**src/gbc_pkg.sv**
```systemverilog
// Shared types, constants and round function for the GOST 28147-89 ECB cipher.
// Used by every module of the block; depends on nothing else.
package gbc_pkg;

   localparam int unsigned WORD_W    = 32;
   localparam int unsigned KEY_WORDS = 8;
   localparam int unsigned KIDX_W    = $clog2(KEY_WORDS);
   localparam int unsigned ROUNDS    = 32;
   localparam int unsigned ROT_BITS  = 11;

   typedef enum logic {
      OP_ENCRYPT = 1'b0,
      OP_DECRYPT = 1'b1
   } op_type;

   typedef logic [KEY_WORDS-1:0][WORD_W-1:0] key_set_type;

   // One block in flight: the two halves, the direction and the last-block flag.
   typedef struct packed {
      op_type              op;
      logic [WORD_W-1:0]   n1;
      logic [WORD_W-1:0]   n2;
      logic                last;
   } item_type;

   // SBOX[n] is applied to nibble n, nibble 0 being the least significant.
   localparam logic [3:0] SBOX [8][16] = '{
      '{4'd13, 4'd2,  4'd8,  4'd4,  4'd6,  4'd15, 4'd11, 4'd1,
        4'd10, 4'd9,  4'd3,  4'd14, 4'd5,  4'd0,  4'd12, 4'd7},
      '{4'd4,  4'd11, 4'd2,  4'd14, 4'd15, 4'd0,  4'd8,  4'd13,
        4'd3,  4'd12, 4'd9,  4'd7,  4'd5,  4'd10, 4'd6,  4'd1},
      '{4'd12, 4'd1,  4'd10, 4'd15, 4'd9,  4'd2,  4'd6,  4'd8,
        4'd0,  4'd13, 4'd3,  4'd4,  4'd14, 4'd7,  4'd5,  4'd11},
      '{4'd2,  4'd12, 4'd4,  4'd1,  4'd7,  4'd10, 4'd11, 4'd6,
        4'd8,  4'd5,  4'd3,  4'd15, 4'd13, 4'd0,  4'd14, 4'd9},
      '{4'd7,  4'd13, 4'd14, 4'd3,  4'd0,  4'd6,  4'd9,  4'd10,
        4'd1,  4'd2,  4'd8,  4'd5,  4'd11, 4'd12, 4'd4,  4'd15},
      '{4'd10, 4'd0,  4'd9,  4'd14, 4'd6,  4'd3,  4'd15, 4'd5,
        4'd1,  4'd13, 4'd12, 4'd7,  4'd11, 4'd4,  4'd2,  4'd8},
      '{4'd15, 4'd1,  4'd8,  4'd14, 4'd6,  4'd11, 4'd3,  4'd4,
        4'd9,  4'd7,  4'd2,  4'd13, 4'd12, 4'd0,  4'd5,  4'd10},
      '{4'd14, 4'd4,  4'd13, 4'd1,  4'd2,  4'd15, 4'd11, 4'd8,
        4'd3,  4'd10, 4'd6,  4'd12, 4'd5,  4'd9,  4'd0,  4'd7}
   };

   // Eight parallel S-box lookups followed by a rotate left.
   function automatic logic [WORD_W-1:0] round_fn(input logic [WORD_W-1:0] v);
      logic [WORD_W-1:0] s;
      s = '0;
      for (int n = 0; n < 8; n++) begin
         s[4*n +: 4] = SBOX[n][v[4*n +: 4]];
      end
      return {s[WORD_W-ROT_BITS-1:0], s[WORD_W-1:WORD_W-ROT_BITS]};
   endfunction

endpackage

```
**src/gbc_out_skid.sv**
```systemverilog
// Output register with a skid entry, so the pipeline stalls only on a registered flag.
// Depends on gbc_pkg for the item type.
module gbc_out_skid (
   input  logic              clock,
   input  logic              reset,
   input  logic              push_vld,
   input  gbc_pkg::item_type push_item,
   output logic              pipe_en,
   output logic              out_vld,
   input  logic              out_rdy,
   output gbc_pkg::item_type out_item
);
   import gbc_pkg::*;

   logic     out_vld_ff;
   item_type out_item_ff;
   logic     skid_vld_ff;
   item_type skid_item_ff;
   logic     push;
   logic     pop;

   // The pipeline moves only while the skid entry is free to catch its last item.
   assign pipe_en = !skid_vld_ff;
   assign push    = pipe_en && push_vld;
   assign pop     = out_vld_ff && out_rdy;

   always_ff @(posedge clock) begin
      if (reset) begin
         out_vld_ff  <= 1'b0;
         skid_vld_ff <= 1'b0;
      end else begin
         if (!out_vld_ff || pop) begin
            if (skid_vld_ff) begin
               out_vld_ff  <= 1'b1;
               skid_vld_ff <= 1'b0;
            end else begin
               out_vld_ff <= push;
            end
         end else if (push) begin
            skid_vld_ff <= 1'b1;
         end
      end
   end

   always_ff @(posedge clock) begin
      if (!out_vld_ff || pop) begin
         out_item_ff <= skid_vld_ff ? skid_item_ff : push_item;
      end else if (push) begin
         skid_item_ff <= push_item;
      end
   end

   assign out_vld  = out_vld_ff;
   assign out_item = out_item_ff;

endmodule

```
**config.mk**
```make
export PLATFORM = sky130hd
export DESIGN_NAME = gbc_out_skid
export DESIGN_NICKNAME = d
export VERILOG_FILES = /design/src/gbc_pkg.sv /design/src/gbc_out_skid.sv
export SDC_FILE = /design/constraint.sdc
export NUM_CORES = 1
export LEC_CHECK = 0
export BUFFER_PORTS_ARGS = -buffer_cell sky130_fd_sc_hd__buf_2
export CAP_MARGIN = 20
export CORE_ASPECT_RATIO = 0.75
export CORE_MARGIN = 3
export CORE_UTILIZATION = 46
export DETAILED_ROUTE_END_ITERATION = 16
export GPL_TIMING_DRIVEN = 0
export PLACE_DENSITY_LB_ADDON = 0.12
export SYNTH_ARGS = -nofsm -noshare
export SYNTH_HDL_FRONTEND = slang
export SYNTH_SLANG_ARGS = --single-unit
```
**constraint.sdc**
```tcl
create_clock -name clock -period 9 [get_ports clock]
set_clock_uncertainty 0.05 [all_clocks]
set_input_delay 1.8 -clock clock [delete_from_list [all_inputs] [get_ports clock]]
set_output_delay 1.8 -clock clock [all_outputs]
set_load 0.02 [all_outputs]
```
==> metrics.csv <==
metric,value,unit
outcome,"finished, final reports clean",
viasPerCell,4.864,
path_class,in -> reg,
clk_pin_slew,0.05,ns
final_cell_mix,"buf_2 (142), edfxtp_1 (132), mux2_2 (59)",
ys_ff_latch,134,
grt_use_total,0.1616,
wire_per_inst,17.60,um
drt-total-wl,9.188,mm
drtIter0Drc,158,
yosysSeqAreaShare,0.8233,
hold_buffers,0,
clockBufferDepth,2,
reg2reg_depth,6,
path_depth,7,
grt_pass1_vias,2727,
grt_pass1_wl,14.30,mm
syn_nets,284,
worst_setup_path_end_kind,flop,
required,9.06,ns
setup_viol,0,
r2r_slack,6.72,ns
min_period_over_period,0.3867,
min_period,3.480,ns
n_antenna_cell,0,
syn_to_final_growth,31.80,%
max_stage_delay,0.51,ns
relSlewSlack,0.6265,
cts_resized,0,
rsz0062_at_grt,false,
crit_buf_inv,5,
drtPass1Iterations,4,
grt_max_degree,51,
overflow,0,
clockRootBuffer,clkbuf_16,
die_h,95.05,um
clock_sinks,134,
reg2reg_from,out_vld$_SDFFE_PP0P_,
drtAntennaViolNets,0,
finalHoldViolCount,0,
min_path_type,reg -> reg,
crit_path_max_fanout,50,
initial_core_util,0.4879,
vdd_drop_max,0.1707,mV
drive_gt1_frac,0.6308,
critical_path.slowest_cell,nor3b_2,
hold_path_depth,1,
post_cts_buffers,0,
slew_viol_final,0,
synth_warnings,0,
cpMostUsedCell,buf_6,
tns,0,ns
die_area,0.01186,sq mm
port_buffers,137,
yosys.cell_types.count,12,
num-nets-final,448,
rows,31,
syn_area_per_cell,22.73,sq um
layout_commonest_cell,buf_2,
p_leak,2.493,nW
cts_tree,built,
synth_cells,214,
insertion_delay,0.40,ns
ios,138,
power_density,234.9,mW/mm^2
crit_path_start_kind,input pin,
r2r-end,skid_item_ff[45]$_DFFE_PP_,
vias,2539,
htreeDepth,4,
die_x,124.7,um
worst_pin_slew,0.5579,ns
cts_made_buffers,17,
cap_violations,0,
hp-start,skid_item_ff[64]$_DFFE_PP_,
gp_congestion,0.6857,
syn_area,0.004863,sq mm
core,0.009968,sq mm
max_freq,287.4,MHz
antenna_found_initial,0,
whs,0.4891,ns
cp_top_family,buffers and inverters,
post-route-drc-count,0,
arrival,3.54,ns
path_cells,buf_2 > nand2b_4 > buf_16 > nor3b_2 > buf_6 > buf_6 > buf_6,
hpwl,6.287,mm
holdPathEnd,out_item[64]$_DFFE_PP_,
through the flow:
step | worst slack, ns | instances | power [mW] | util | area [sq um]
final | 5.520 | 522 | 1.506 | 0.6430 | 6410
after global routing | 5.366 | 522 | 1.558 | 0.6430 | 6410
after CTS | 5.452 | 522 | 1.521 | 0.6430 | 6410
after detailed placement | 5.030 | 491 | 0.8543 | 0.5859 | 5841
after global placement | -2.870 | 483 | 0.8507 | 0.5735 | 5717
after floorplan | 0.6397 | 214 | 0.8031 | - | 4866
cell type report:
cell class,instances,area (sq um)
sequential,134,4004
fill,706,3558
multi-input combinational,71,809.5
timing repair buffer,145,799.5
clock buffer,19,432.9
tap,132,165.2
clock inverter,12,136.4
buffer,8,58.81
inverter,1,3.754
sequential cells by signal, indices dropped and copies added (netlist names):
signal,flops
out_item,66
skid_item_ff,66
out_vld,1
skid_vld_ff,1
per-layer routing:
| layer | wire length (um) | track usage |
|---|---|---|
| met3 | 784 | 0.08231 |
| met2 | 4522 | 0.2549 |
| met5 | 0 | 0 |
| met4 | 157 | 0.07026 |
| met1 | 3723 | 0.1889 |
worst max path at each step:
| stage | from | to | slack [ns] |
|---|---|---|---|
| global placement | out_rdy | skid_item_ff[48]$_DFFE_PP_ | -2.87 |
| floorplan | out_rdy | skid_item_ff[0]$_DFFE_PP_ | 0.64 |
| global route | out_rdy | skid_item_ff[45]$_DFFE_PP_ | 5.37 |
| finish | out_rdy | skid_item_ff[45]$_DFFE_PP_ | 5.52 |
| CTS | out_rdy | skid_item_ff[45]$_DFFE_PP_ | 5.45 |
| detailed placement | out_rdy | skid_item_ff[48]$_DFFE_PP_ | 5.03 |
cells by family (layout without fill, tap and decap cells):
group,count (synthesis),in the layout,synth area share
AO/OA/AOI/OAI,1,1,0.001028
buffers and inverters,9,185,0.01286
flip-flops,134,134,0.8233
multiplexers,66,66,0.1582
AND/OR/NAND/NOR,4,4,0.004630
where the power goes:
| group | internal, mW | total [mW] | switching (mW) |
|---|---|---|---|
| Sequential | 0.722 | 0.729 | 0.00736 |
| Combinational | 0.0462 | 0.111 | 0.0651 |
| Clock | 0.428 | 0.665 | 0.237 |
| Total | 1.20 | 1.51 | 0.309 |
synthesized netlist by cell type (all sizes together):
| cell type | count | area (sq um) |
|---|---|---|
| nor3b | 1 | 7.510 |
| a21oi | 1 | 5.000 |
| inv | 1 | 3.750 |
| nor2 | 1 | 3.750 |
| mux2 | 66 | 769.5 |
| edfxtp | 132 | 3964 |
| dfxtp | 2 | 40.04 |
| nand2b | 1 | 6.260 |
| buf | 8 | 58.80 |
| nor3 | 1 | 5.000 |
Power figures use the tool's default switching activity.
