===== src/gbc_pkg.sv =====
// Shared types, constants and round function for the GOST 28147-89 ECB cipher.
// Used by every module of the block; depends on nothing else.
package gbc_pkg;

   localparam int unsigned WORD_W    = 32;
   localparam int unsigned KEY_WORDS = 8;
   localparam int unsigned KIDX_W    = $clog2(KEY_WORDS);
   localparam int unsigned ROUNDS    = 32;
   localparam int unsigned ROT_BITS  = 11;

   typedef enum logic {
      OP_ENCRYPT = 1'b0,
      OP_DECRYPT = 1'b1
   } op_type;

   typedef logic [KEY_WORDS-1:0][WORD_W-1:0] key_set_type;

   // One block in flight: the two halves, the direction and the last-block flag.
   typedef struct packed {
      op_type              op;
      logic [WORD_W-1:0]   n1;
      logic [WORD_W-1:0]   n2;
      logic                last;
   } item_type;

   // SBOX[n] is applied to nibble n, nibble 0 being the least significant.
   localparam logic [3:0] SBOX [8][16] = '{
      '{4'd13, 4'd2,  4'd8,  4'd4,  4'd6,  4'd15, 4'd11, 4'd1,
        4'd10, 4'd9,  4'd3,  4'd14, 4'd5,  4'd0,  4'd12, 4'd7},
      '{4'd4,  4'd11, 4'd2,  4'd14, 4'd15, 4'd0,  4'd8,  4'd13,
        4'd3,  4'd12, 4'd9,  4'd7,  4'd5,  4'd10, 4'd6,  4'd1},
      '{4'd12, 4'd1,  4'd10, 4'd15, 4'd9,  4'd2,  4'd6,  4'd8,
        4'd0,  4'd13, 4'd3,  4'd4,  4'd14, 4'd7,  4'd5,  4'd11},
      '{4'd2,  4'd12, 4'd4,  4'd1,  4'd7,  4'd10, 4'd11, 4'd6,
        4'd8,  4'd5,  4'd3,  4'd15, 4'd13, 4'd0,  4'd14, 4'd9},
      '{4'd7,  4'd13, 4'd14, 4'd3,  4'd0,  4'd6,  4'd9,  4'd10,
        4'd1,  4'd2,  4'd8,  4'd5,  4'd11, 4'd12, 4'd4,  4'd15},
      '{4'd10, 4'd0,  4'd9,  4'd14, 4'd6,  4'd3,  4'd15, 4'd5,
        4'd1,  4'd13, 4'd12, 4'd7,  4'd11, 4'd4,  4'd2,  4'd8},
      '{4'd15, 4'd1,  4'd8,  4'd14, 4'd6,  4'd11, 4'd3,  4'd4,
        4'd9,  4'd7,  4'd2,  4'd13, 4'd12, 4'd0,  4'd5,  4'd10},
      '{4'd14, 4'd4,  4'd13, 4'd1,  4'd2,  4'd15, 4'd11, 4'd8,
        4'd3,  4'd10, 4'd6,  4'd12, 4'd5,  4'd9,  4'd0,  4'd7}
   };

   // Eight parallel S-box lookups followed by a rotate left.
   function automatic logic [WORD_W-1:0] round_fn(input logic [WORD_W-1:0] v);
      logic [WORD_W-1:0] s;
      s = '0;
      for (int n = 0; n < 8; n++) begin
         s[4*n +: 4] = SBOX[n][v[4*n +: 4]];
      end
      return {s[WORD_W-ROT_BITS-1:0], s[WORD_W-1:WORD_W-ROT_BITS]};
   endfunction

endpackage


===== src/gbc_round.sv =====
// One registered Feistel round of the cipher pipeline.
// Depends on gbc_pkg for the item type and the round function.
module gbc_round #(
   parameter int unsigned ROUND = 0
) (
   input  logic                clock,
   input  logic                reset,
   input  logic                en,
   input  logic                in_vld,
   input  gbc_pkg::item_type   in_item,
   input  gbc_pkg::key_set_type key_words,
   output logic                out_vld,
   output gbc_pkg::item_type   out_item
);
   import gbc_pkg::*;

   localparam int unsigned POS     = ROUND % KEY_WORDS;
   localparam int unsigned ENC_IDX = (ROUND < 24) ? POS : (KEY_WORDS - 1 - POS);
   localparam int unsigned DEC_IDX = (ROUND < 8)  ? POS : (KEY_WORDS - 1 - POS);
   localparam logic [KIDX_W-1:0] ENC_K = KIDX_W'(ENC_IDX);
   localparam logic [KIDX_W-1:0] DEC_K = KIDX_W'(DEC_IDX);

   logic [WORD_W-1:0] key;
   logic [WORD_W-1:0] f;
   item_type          item_in;
   logic              vld_ff;
   item_type          item_ff;

   always_comb begin
      key = (in_item.op == OP_DECRYPT) ? key_words[DEC_K] : key_words[ENC_K];
      item_in = in_item;
      // Even rounds mix N1 into N2, odd rounds N2 into N1.
      if ((ROUND % 2) == 0) begin
         f = round_fn(in_item.n1 + key);
         item_in.n2 = in_item.n2 ^ f;
      end else begin
         f = round_fn(in_item.n2 + key);
         item_in.n1 = in_item.n1 ^ f;
      end
   end

   always_ff @(posedge clock) begin
      if (reset) begin
         vld_ff <= 1'b0;
      end else if (en) begin
         vld_ff <= in_vld;
      end
   end

   always_ff @(posedge clock) begin
      if (en) begin
         item_ff <= item_in;
      end
   end

   assign out_vld  = vld_ff;
   assign out_item = item_ff;

endmodule


===== config.mk =====
export PLATFORM = sky130hd
export DESIGN_NAME = gbc_round
export DESIGN_NICKNAME = d
export VERILOG_FILES = /design/src/gbc_pkg.sv /design/src/gbc_round.sv
export SDC_FILE = /design/constraint.sdc
export NUM_CORES = 1
export LEC_CHECK = 0
export ABC_CLOCK_PERIOD_IN_PS = 12700
export CORE_AREA = 2 2 154 156
export DETAILED_ROUTE_END_ITERATION = 10
export DIE_AREA = 0 0 156 158
export DONT_BUFFER_PORTS = 1
export GPL_TIMING_DRIVEN = 0
export SYNTH_ARGS = -nofsm -noshare
export SYNTH_HDL_FRONTEND = slang
export SYNTH_SLANG_ARGS = --single-unit
export TNS_END_PERCENT = 1

===== constraint.sdc =====
create_clock -name clock -period 12.7 [get_ports clock]
set_input_delay 2.54 -clock clock [delete_from_list [all_inputs] [get_ports clock]]
set_output_delay 2.54 -clock clock [all_outputs]
set_load 0.05 [all_outputs]

==> results of run 1 <==
## critical path: stages
cell	delay, ns
ha_1	0.22
inv_1	0.08
fa_1	0.22
and2b_1	0.21
o2111ai_1	0.30
a211oi_2	0.16
a211oi_2	0.46
o21bai_1	0.18
a21oi_1	0.19
xor2_1	0.42
inv_1	0.16
ha_1	0.33
mux4_2	0.49
xor2_1	0.15
## per-layer routing
layer,GRT usage [%],vias to the layer above,routed length [um]
li1,-,1858,-
met2,17.78,130,6605
met5,0,-,0
met3,12.02,8,3109
met1,16.30,1783,7046
met4,3.233,0,155
## state kept, by name, summed over array words and instances, names as in the netlist
register and cells:
out_item 66, out_vld 1
## cells in the final DEF (no fill, tap or decap), drive strengths merged, types with 2 or more instances in the layout
cell type	n
nor2b	2
nor3	5
o211ai	4
buf	4
edfxtp	66
clkinv	2
a211oi	8
xor2	28
clkinvlp	2
a31oi	7
o221ai	4
and3	8
nand4	5
nand2	20
o21bai	6
xnor2	42
a41oi	2
a21o	19
mux4	11
mux2	3
inv	39
o31a	2
ha	69
o21ai	20
o21a	3
nor2	21
a211o	2
clkbuf	16
nand3	11
nand2b	5
mux2i	19
and2	4
a21oi	29
## metrics by stage
step	setup slack, ns	instances	area, um2	utilization, %	power [mW]
floorplan	6.868	494	5588	-	0.7606
finish	6.663	801	6254	27.13	1.095
global placement	6.300	784	5951	25.81	0.8373
CTS	6.643	800	6251	27.12	1.111
detailed placement	6.275	784	5951	25.81	0.8410
global route	6.415	800	6251	27.12	1.166
## power groups by stage
stage	clock [mW]	combinational (mW)	sequential [mW]
global route	0.279	0.382	0.505
global placement	0	0.335	0.502
CTS	0.270	0.344	0.498
finish	0.259	0.340	0.496
detailed placement	0	0.342	0.499
floorplan	0	0.284	0.477
## kinds of logic after synthesis
family	synth area share, %
buffers and inverters	3.314
adder cells (fa/ha/maj)	15.81
XOR/XNOR	12.11
AND/OR/NAND/NOR	7.949
multiplexers	8.442
flip-flops	35.83
AO/OA/AOI/OAI	16.55
## cell type report
class                   count  area, um2  share of cell area, %
clock inverters             7      75.07                  1.200
inverters                  37      138.9                  2.221
diodes                      1      2.502                0.04002
well taps                 290      362.8                  5.802
clock buffers               9      225.2                  3.601
plain buffers              11      46.29                 0.7403
flip-flops and latches     67       2002                  32.01
multi-input cells         379       3401                  54.38
## how the worst min path moves through the flow
stage	depth (start not counted)	slack, ns	startpoint	endpoint
floorplan	2	0.73	out_vld	out_vld
global placement	2	0.79	out_vld	out_vld
detailed placement	2	0.78	out_vld	out_vld
CTS	2	0.80	out_vld	out_vld
global route	2	0.83	out_vld	out_vld
finish	2	0.79	out_vld	out_vld
==> reports/metrics.yaml, run 1 <==
clocking:
  cts_setup_buffers: 0
  clk_pin_slew_ns: 0.06
  numCtsBuffers: 9
  cts-root-buf: "clkbuf_16"
  cts_hold_buf: 0
  cts_tree: "done"
  clk_latency_ns: 0.33
  clk_path_buf_depth: 2
  cts_resized: 0
  clkSinkCount: 67
  htreeDepth: 3
worst_setup_path:
  crit_arrival_ns: 6.13
  crit_end: "out_item[31]"
  rrSetupSlack_ns: 11.73
  worstSetupPathType: "input pin to flip-flop"
  r2r-end: "out_vld"
  critPathMaxFanout: 6
  r2r_cells: 2
  rr_startpoint: "out_vld"
  cp-startpoint: "in_item[33]"
  worst_setup_path_start_kind: "input pin"
  worst_setup_path_end_kind: "flip-flop"
  worstPathRequired_ns: 12.79
timing:
  skew_ns: 0
  fmax_mhz: 165.6
  finalHoldViolations: 0
  drv_slew: 0
  rsz0062_at_grt: "no"
  holdWs_ns: 0.7936
  worst_pin_slew_ns: 0.7396
  period_minus_slack_ns: 6.037
  worst_slew_margin_rel_pct: 50.34
  setup_violations: 0
  period_share_pct: 47.54
  fin_setup_tns_ns: 0
routing:
  drt_iter0_drc: 186
  route.antenna.remaining_nets: 0
  vias_per_cell: 4.718
  wl_per_cell_um: 21.12
  drt_wl_total_um: 16920
  num_vias: 3779
  route.detailed.drc: 0
  dr.pass1.iters: 7
logic_synthesis:
  synth_nets: 890
  yosys.area.top_type: "edfxtp_1"
  synth_seq_area_share_pct: 35.83
  synthDistinctLibCells: 65
  syn_area_um2: 5588
  async_reset_ff_share_pct: 0
  synth_area_leaders: "edfxtp_1, ha_1, xnor2_1"
  synthFlopType: "edfxtp_1"
  syn_area_per_cell_um2: 11.31
  yosys_register_bits: 67
  synth_most_common_cell: "ha_1"
  synth_edf_count: 66
  ys_top_cells_by_count: "ha_1, edfxtp_1, xnor2_1"
  synthCells: 494
  ys_warn_count: 0
  synth_top_area_share_pct: 35.47
power_and_ir_drop:
  leakagePower_nw: 2.492
  seq_power_share_pct: 45.3
  power_density_nw_per_um2: 175.1
  p_int_mw: 0.6212
  clkPwrFrac_pct: 23.7
  irDropWorstVdd_mv: 0.08406
  p_comb_share_pct: 31.0
  p_switching_mw: 0.4741
  p_sw_share_pct: 43.28
layout:
  fill_cells: 2346
  drive_gt1_share_pct: 11.37
  area_growth_pct: 11.91
  fin_nets: 901
grt:
  overflow: 0
  grt_pass1_wl_um: 23630
  grt_pass1_vias: 3599
  antenna_found_initial: 0
  track_usage_pct: 13.58
  grt_start_max_net_pins: 68
die:
  rows: 56
  coreArea_um2: 23050
  initial_core_util_pct: 24.24
  die_w_um: 156
  die_h_um: 158
  dieArea_um2: 24650
  top_level_ports: 393
job:
  maxCapViolCount: 0
place:
  port_buffers: 0
  dp_hpwl_um: 13640
  gp_congestion: 0.8021
outcome:
  status: "finished, final reports clean"
min_path:
  min_path_type: "flip-flop to flip-flop"
No activity file was read; power rests on OpenSTA's default activity.
==> inputs of run 2 (changes only) <==
ABC_CLOCK_PERIOD_IN_PS = 4850   (was 12700)
CORE_AREA = 2 2 151 153   (was 2 2 154 156)
DIE_AREA = 0 0 153 155   (was 0 0 156 158)
clock period = 4.85 ns   (was 12.7 ns; I/O delays follow)
==> reports/metrics.yaml, run 2 (same netlist as run 1, synthesis figures left out) <==
worst_setup_path:
  worst_path_max_delay_cell: "a2111oi_2"
  crit_family: "compound AO/OA/AOI/OAI gates"
  cp_num_buf_inv: 2  # unchanged
  worstPathRequired_ns: 4.94  # -7.85 ns
  rrSetupSlack_ns: 3.88  # -7.85 ns
  worst_setup_path_end_kind: "flip-flop"
  rr_startpoint: "out_vld"
  worstSetupPathType: "input pin to flip-flop"
  path_cells: "ha_1 -> inv_1 -> fa_1 -> and2b_1 -> o2111ai_1 -> a211oi_2 -> a2111oi_2 -> o21ai_0 -> a21oi_1 -> xor2_1 -> inv_1 -> ha_1 -> mux4_2 -> xnor2_1"
  critPathMaxFanout: 5  # -1
  slowest_delay_ns: 0.50  # about the same
  r2r_cells: 2  # unchanged
  r2r-end: "out_vld"
  worst_setup_path_start_kind: "input pin"
  crit_arrival_ns: 4.57  # -1.56 ns
timing:
  finalHoldViolations: 0  # unchanged
  rsz0062_at_grt: "no"
  setup_ws_ns: 0.3755  # -6.287 ns
  drv_slew: 0  # unchanged
  skew_ns: 0  # unchanged
  worst_pin_slew_ns: 0.7037  # -0.03588 ns
  worst_slew_margin_rel_pct: 52.75  # +2.4 points
  period_share_pct: 92.26
  setup_violations: 0  # unchanged
  holdWs_ns: 0.6968  # -0.09684 ns
  period_minus_slack_ns: 4.474
  fmax_mhz: 223.5
layout:
  drive_gt1_share_pct: 11.00  # -0.37 points
  final_common_cell: "ha_1"
  area_growth_pct: 12.32
  fin_nets: 901  # unchanged
  fin_cells: 794  # -0.87%
  largest_register_ffs: 66  # unchanged
  antenna_cells: 0  # -1
  layout_common_cells: "ha_1, edfxtp_1, xnor2_1, inv_1, a21oi_1"
routing:
  drt_wl_total_um: 16950  # +0.19%
  num_vias: 3816  # +0.98%
  dr.pass1.iters: 4  # -3
  vias_per_cell: 4.806  # +1.9%
  route.antenna.remaining_nets: 0  # unchanged
  drt_iter0_drc: 274  # +47%
  route.detailed.drc: 0  # unchanged
  wl_per_cell_um: 21.35  # +1.1%
power_and_ir_drop:
  p_int_mw: 1.724  # +180%
  p_sw_share_pct: 41.50  # -1.8 points
  power_density_nw_per_um2: 469.6  # +170%
  leakagePower_nw: 2.512  # +0.81%
  p_switching_mw: 1.223  # +160%
  clkPwrFrac_pct: 25.5  # +1.8 points
  irDropWorstVdd_mv: 0.2299  # +170%
  seq_power_share_pct: 44.1  # -1.2 points
  p_comb_share_pct: 30.4  # -0.6 points
grt:
  grt_start_max_net_pins: 68  # unchanged
  antenna_found_initial: 1  # +1
  grt_pass1_wl_um: 23980  # +1.5%
  track_usage_pct: 14.09  # +0.50 points
  grt_pass1_vias: 3703  # +2.9%
  overflow: 0  # unchanged
clocking:
  cts_hold_buf: 0  # unchanged
  cts_setup_buffers: 0  # unchanged
  clk_pin_slew_ns: 0.06  # about the same
  htreeDepth: 3  # unchanged
  cts_tree: "done"
  cts-root-buf: "clkbuf_16"
  clk_path_buf_depth: 2  # unchanged
  clk_latency_ns: 0.34  # about the same
  cts_resized: 0  # unchanged
  clkSinkCount: 67  # unchanged
  numCtsBuffers: 9  # unchanged
die:
  dieArea_um2: 23720  # -3.8%
  rows: 55  # -1.8%
  coreArea_um2: 22230  # -3.6%
  initial_core_util_pct: 25.14  # +0.90 points
  top_level_ports: 393  # unchanged
  die_w_um: 153  # -1.9%
  die_h_um: 155  # -1.9%
outcome:
  status: "finished, final reports clean"
place:
  gp_congestion: 0.8185  # +2.0%
  dpl.cell_count: 779  # -0.64%
  port_buffers: 0  # unchanged
  dp_slack_ns: -0.02750  # -6.302 ns
  dp_hpwl_um: 13750  # +0.84%
min_path:
  hold_path_depth: 1  # -1
  min_path_type: "input pin to flip-flop"
  hp-start: "reset"
  min_to: "out_vld"
job:
  maxCapViolCount: 0  # unchanged
## run 2: cell types whose count changed in the layout (fill, tap and decap cells not counted), sizes merged
cell      delta
bufinv       +2
clkinvlp     -2
inv          -2
clkbuf       +1
diode        -1
## run 2: cell type report
class | instances | area (um2)
Clock inverter | 5 | 102.6
Multi-Input combinational cell | 379 | 3401
Inverter | 37 | 138.9
Fill cell | 2285 | 15950
Tap cell | 285 | 356.6
Buffer | 11 | 46.29
Clock buffer | 10 | 229.0
Sequential cell | 67 | 2002
## run 2: metal layers
layer	vias to the layer above	GRT usage [%]	wire, um	share of wire, %
met5	-	0	0	0
met4	0	3.571	162	0.96
met3	10	12.79	3136	19
li1	1858	-	-	-
met1	1818	16.92	7211	43
met2	130	18.15	6438	38
## run 2: how the worst max path moves through the flow
stage           startpoint            to  slack [ns]  cells past startpoint
3_3_place_gp   in_item[33]  out_item[31]        0.02                     14
6_report       in_item[33]   out_item[4]        0.38                     14
2_1_floorplan  in_item[37]   out_item[4]        0.59                     13
3_5_place_dp   in_item[33]  out_item[29]       -0.03                     14
4_1_cts        in_item[33]  out_item[29]        0.32                     14
5_1_grt        in_item[33]   out_item[5]        0.07                     16
## run 2: power groups by stage
| stage | combinational (mW) | clock [mW] | sequential [mW] |
|---|---|---|---|
| 2_1_floorplan | 0.742 | 0 | 1.25 |
| 3_3_place_gp | 0.881 | 0 | 1.31 |
| 3_5_place_dp | 0.901 | 0 | 1.31 |
| 6_report | 0.896 | 0.751 | 1.30 |
| 4_1_cts | 0.906 | 0.771 | 1.30 |
| 5_1_grt | 1.00 | 0.794 | 1.32 |
## run 2: metrics by stage
| stage | utilization [%] | instance area (um2) | setup TNS [ns] | power [mW] |
|---|---|---|---|---|
| 2_1_floorplan | - | 5588 | 0 | 1.992 |
| 3_3_place_gp | 26.74 | 5944 | 0 | 2.196 |
| 5_1_grt | 28.24 | 6276 | 0 | 3.117 |
| 3_5_place_dp | 26.74 | 5944 | -0.05013 | 2.207 |
| 6_report | 28.24 | 6276 | 0 | 2.948 |
| 4_1_cts | 28.24 | 6276 | 0 | 2.981 |
